$ cat config.mk
export PLATFORM = sky130hd
export DESIGN_NAME = chfi_ctrl
export DESIGN_NICKNAME = d
export VERILOG_FILES = /design/src/design/chfi_pkg.sv /design/src/design/chfi_ctrl.sv
export SDC_FILE = /design/constraint.sdc
export NUM_CORES = 1
export LEC_CHECK = 0
export BUFFER_PORTS_ARGS = -buffer_cell sky130_fd_sc_hd__clkbuf_2
export CAP_MARGIN = 20
export CORE_AREA = 3 3 40 42
export DETAILED_ROUTE_END_ITERATION = 8
export DIE_AREA = 0 0 43 45
export PLACE_DENSITY = 0.61
export RECOVER_POWER = 50
export SYNTH_ARGS = -nofsm -noshare
export SYNTH_HDL_FRONTEND = slang
export SYNTH_SLANG_ARGS = --single-unit
$ cat constraint.sdc
create_clock -name clk -period 1.8 [get_ports clk]
set_input_delay 0.18 -clock clk [delete_from_list [all_inputs] [get_ports clk]]
set_output_delay 0.18 -clock clk [all_outputs]
set_load 0.02 [all_outputs]
$ cat src/design/chfi_pkg.sv
// ----------------------------------------------------------------------------
// chfi_pkg
// Shared types and codes for the chained hash find-or-insert block.
// ----------------------------------------------------------------------------
package chfi_pkg;

  localparam int COORD_BITS = 16;
  localparam int KEY_W      = 2 * COORD_BITS;

  localparam logic [1:0] OP_LOOKUP = 2'd0;
  localparam logic [1:0] OP_INSERT = 2'd1;
  localparam logic [1:0] OP_CLEAR  = 2'd2;

  localparam logic [2:0] RES_NONE = 3'd0;
  localparam logic [2:0] RES_HIT  = 3'd1;
  localparam logic [2:0] RES_BASE = 3'd2;
  localparam logic [2:0] RES_POOL = 3'd3;
  localparam logic [2:0] RES_FULL = 3'd4;

  typedef struct packed {
    logic       load;
    logic       rd_en;
    logic       rd_link;
    logic       claim_base;
    logic       write_pool;
    logic       link_tail;
    logic       clear;
    logic       res_load;
    logic [2:0] res_kind;
  } cmd_t;

  typedef struct packed {
    logic [1:0] op;
    logic       hash_done;
    logic       bucket_valid;
    logic       key_match;
    logic       link_zero;
    logic       pool_full;
    logic       out_free;
  } sts_t;

endpackage

$ cat src/design/chfi_ctrl.sv
// ----------------------------------------------------------------------------
// chfi_ctrl
// Sequencer for hashing, chain walk, claim, link-in and clear of one item.
// ----------------------------------------------------------------------------
module chfi_ctrl
  import chfi_pkg::*;
(
  input  logic clk,
  input  logic rst,
  input  logic s_tvalid,
  output logic s_tready,
  input  sts_t sts,
  output cmd_t cmd
);

  localparam logic [1:0] ST_IDLE = 2'd0;
  localparam logic [1:0] ST_HASH = 2'd1;
  localparam logic [1:0] ST_WALK = 2'd2;
  localparam logic [1:0] ST_LINK = 2'd3;

  logic [1:0] state;
  logic [1:0] state_next;

  always_ff @(posedge clk) begin
    if (rst) begin
      state <= ST_IDLE;
    end else begin
      state <= state_next;
    end
  end

  always_comb begin
    cmd        = '0;
    state_next = state;
    s_tready   = 1'b0;
    case (state)
      ST_IDLE: begin
        s_tready = 1'b1;
        if (s_tvalid) begin
          cmd.load   = 1'b1;
          state_next = ST_HASH;
        end
      end
      ST_HASH: begin
        if (sts.hash_done) begin
          case (sts.op)
            OP_CLEAR: begin
              if (sts.out_free) begin
                cmd.clear    = 1'b1;
                cmd.res_load = 1'b1;
                cmd.res_kind = RES_NONE;
                state_next   = ST_IDLE;
              end
            end
            OP_LOOKUP, OP_INSERT: begin
              if (sts.bucket_valid) begin
                cmd.rd_en  = 1'b1;
                state_next = ST_WALK;
              end else if (sts.out_free) begin
                cmd.res_load = 1'b1;
                if (sts.op == OP_INSERT) begin
                  cmd.claim_base = 1'b1;
                  cmd.res_kind   = RES_BASE;
                end else begin
                  cmd.res_kind = RES_NONE;
                end
                state_next = ST_IDLE;
              end
            end
            default: begin
              if (sts.out_free) begin
                cmd.res_load = 1'b1;
                cmd.res_kind = RES_NONE;
                state_next   = ST_IDLE;
              end
            end
          endcase
        end
      end
      ST_WALK: begin
        if (sts.key_match) begin
          if (sts.out_free) begin
            cmd.res_load = 1'b1;
            cmd.res_kind = RES_HIT;
            state_next   = ST_IDLE;
          end
        end else if (!sts.link_zero) begin
          cmd.rd_en   = 1'b1;
          cmd.rd_link = 1'b1;
        end else if (sts.op == OP_LOOKUP) begin
          if (sts.out_free) begin
            cmd.res_load = 1'b1;
            cmd.res_kind = RES_NONE;
            state_next   = ST_IDLE;
          end
        end else if (sts.pool_full) begin
          if (sts.out_free) begin
            cmd.res_load = 1'b1;
            cmd.res_kind = RES_FULL;
            state_next   = ST_IDLE;
          end
        end else begin
          cmd.write_pool = 1'b1;
          state_next     = ST_LINK;
        end
      end
      ST_LINK: begin
        if (sts.out_free) begin
          cmd.link_tail = 1'b1;
          cmd.res_load  = 1'b1;
          cmd.res_kind  = RES_POOL;
          state_next    = ST_IDLE;
        end
      end
      default: begin
        state_next = ST_IDLE;
      end
    endcase
  end

endmodule

==> results.ini <==
[worst_setup_path]
required_ns = 1.62
critPathArrivalTime_ns = 1.53
critPathCaptureType = output port
slowest_delay_ns = 0.40
path_buf_inv = 2
crit_path_top_delay_cell = or3b_4
worst_setup_path_start_kind = flop
cp_max_fo = 6
cp_top_family = simple AND/OR/NAND/NOR gates
path_cells = inv_2 -> ha_4 -> or3b_4 -> a21boi_1 -> clkbuf_4
critical_path_class = reg2out

[finish]
top_regs = state x2
final_nets = 94
fin_area_um2 = 585.6
antennaDiodeCount = 0
layout-drive-gt1-share_pct = 49.35
largest_register_ffs = 2
syn_to_final_growth_pct = 56.52
regMostFlops = state

[global_route]
antenna_found_initial = 0
grt_max_degree = 8
grt_pass1_vias = 416
grt_usage_pct = 11.88
grt_pass1_wl_mm = 1.787
overflow = 0

[detailed_routing]
vias = 464
firstDrtPassIters = 4
vias_per_cell = 5.043
drt_iter0_drc = 10
ant_nets = 0
route.detailed.drc = 0
drt-total-wl_mm = 1.047
wl_per_cell_um = 11.38

[power]
netSwitchingPower_uw = 106.8
intPower_uw = 184.2
combinationalPowerShare_pct = 45.0
finalPower_uw = 291.1
p_sw_share_pct = 36.71
cellLeakagePower_uw = 0.0002735
clkPwrFrac_pct = 34.9
seq_power_share_pct = 20.1
p_per_area_nw_per_um2 = 497.1
peakVddDrop_v = 0.0001772

[die]
start_util_pct = 29.11
rows = 13
coreArea_um2 = 1285
die_h_um = 45
chipWidth_um = 43
dieArea_um2 = 1935
io_pins = 23

[cts]
clock_path_buffers = 2
cts.clk_slew.worst_paths_ns = 0.03
insertion_delay_ns = 0.23
h-tree-depth = 1
cts_setup_buffers = 0
cts_sinks = 2
cts.root.buffer_cell = clkbuf_4
cts_tree = built
cts_made_buffers = 3

[job]
drv_cap = 0

[sta]
period_share_pct = 95.26
relSlewSlack_pct = 76.80
finalSetupTns_ns = 0
slew_viol_final = 0
fin_crit_ns = 1.715
rsz0062_at_grt = yes
setup_viol = 0
worst_slew_pin_slew_ns = 0.3472
skew_ns = 0.001491
setup_ws_ns = 0.08531
hold_violations = 0
fmax_mhz = 583.2

[yosys]
syn_nets = 65
syn_inst = 50
synthesis.area_um2 = 374.1
ys_ff_latch = 2
syn_avg_cell_area_um2 = 7.482
yosysWarnings = 0
yosysSeqAreaShare_pct = 10.70
ys_types = 26

[outcome]
status = complete, no violations

[placement]
place_area_um2 = 526.8
port_buffers = 22
place_congestion = 0.8433
dp_slack_ns = 0.1529
dp_hpwl_um = 884.1

[min_path]
hold_class = in2reg

final timing paths:
path / from / cells past startpoint / slack [ns] / end
setup / recovery: state[0] / 5 / 0.09 / cmd[9]
hold / removal: rst / 2 / 0.12 / state[1]
setup reg to reg: state[0] / 6 / 0.30 / state[0]
hold reg to reg: state[1] / 2 / 0.51 / state[1]
timing repair:
action | 4_1_cts | 5_1_grt
gates resized for setup | 6 | 8
endpoints found under the hold margin | 0 | 0
hold buffers | 0 | 0
pin swaps | 0 | 1
setup endpoints to repair | 3 | 3
metal layers:
metal	share of wire [%]	vias up	track usage, %	routed length [um]
met2	51	14	20.66	535
met4	1.2	0	3.614	13
met1	42	214	14.59	441
li1	-	234	-	-
met3	5.4	2	2.789	57
met5	0	-	0	0
synthesized netlist by cell type (all sizes together):
cell type	n	area share, %
a21boi	1	2.0
a21o	1	2.3
a21oi	3	5.0
and2	5	8.4
and3	3	6.7
dfxtp	2	11
ha	4	13
inv	3	3.0
nand2	2	2.0
nand2b	3	7.0
nand3	2	2.7
nor2	7	7.0
nor2b	1	1.7
nor3	2	2.7
nor3b	1	2.0
nor4b	2	8.0
o21a	1	2.0
o21ai	2	2.7
o22ai	2	3.3
o311ai	1	2.3
or2b	1	2.0
or3b	1	3.0
cells in the final DEF (no fill, tap or decap), drive strengths merged:
cell,Yosys,layout
a21boi,1,1
o311ai,1,1
a21o,1,1
ha,4,4
nor3,2,2
and3,3,3
nand3,2,2
o21ai,2,2
nor2b,1,1
and2,5,5
o21a,1,1
nor2,7,7
nor4b,2,2
nand2,2,2
buf,0,3
or2b,1,1
o22ai,2,2
or3b,1,1
clkbuf,0,24
nand2b,3,3
a21oi,3,3
dfxtp,2,2
nor3b,1,1
inv,3,3
metrics by stage:
| step | util (%) | cells | hold slack [ns] |
|---|---|---|---|
| after floorplan | - | 50 | 0.2424 |
| after global placement | 40.99 | 89 | 0.3612 |
| after detailed placement | 40.99 | 89 | 0.3653 |
| after CTS | 44.40 | 92 | 0.1267 |
| after global routing | 45.57 | 92 | 0.1261 |
| final | 45.57 | 92 | 0.1235 |
area by class of cell:
type | instances | area (um^2)
inverters | 3 | 11.26
well taps | 15 | 18.77
flip-flops and latches | 2 | 42.54
repair buffers | 24 | 126.4
multi-input cells | 45 | 364.1
clock buffers | 3 | 22.52
fillers | 136 | 699.4
cells by family (layout without fill, tap and decap cells):
kind of cell | Yosys count | in the layout | synth area share (%)
DFF | 2 | 2 | 10.70
adders and majority gates | 4 | 4 | 13.38
AOI/OAI and AO/OA | 11 | 11 | 19.73
buffers and inverters | 3 | 30 | 3.010
and+or+nand+nor | 30 | 30 | 53.18
power by group through the flow:
| stage | Sequential [uW] | Combinational, uW | Clock [uW] |
|---|---|---|---|
| floorplan | 53.7 | 74.5 | 0 |
| global placement | 54.5 | 124 | 0 |
| detailed placement | 55.4 | 124 | 0 |
| CTS | 55.5 | 130 | 100 |
| global route | 59.0 | 146 | 107 |
| finish | 58.4 | 131 | 102 |
No activity file was read; power rests on OpenSTA's default activity.
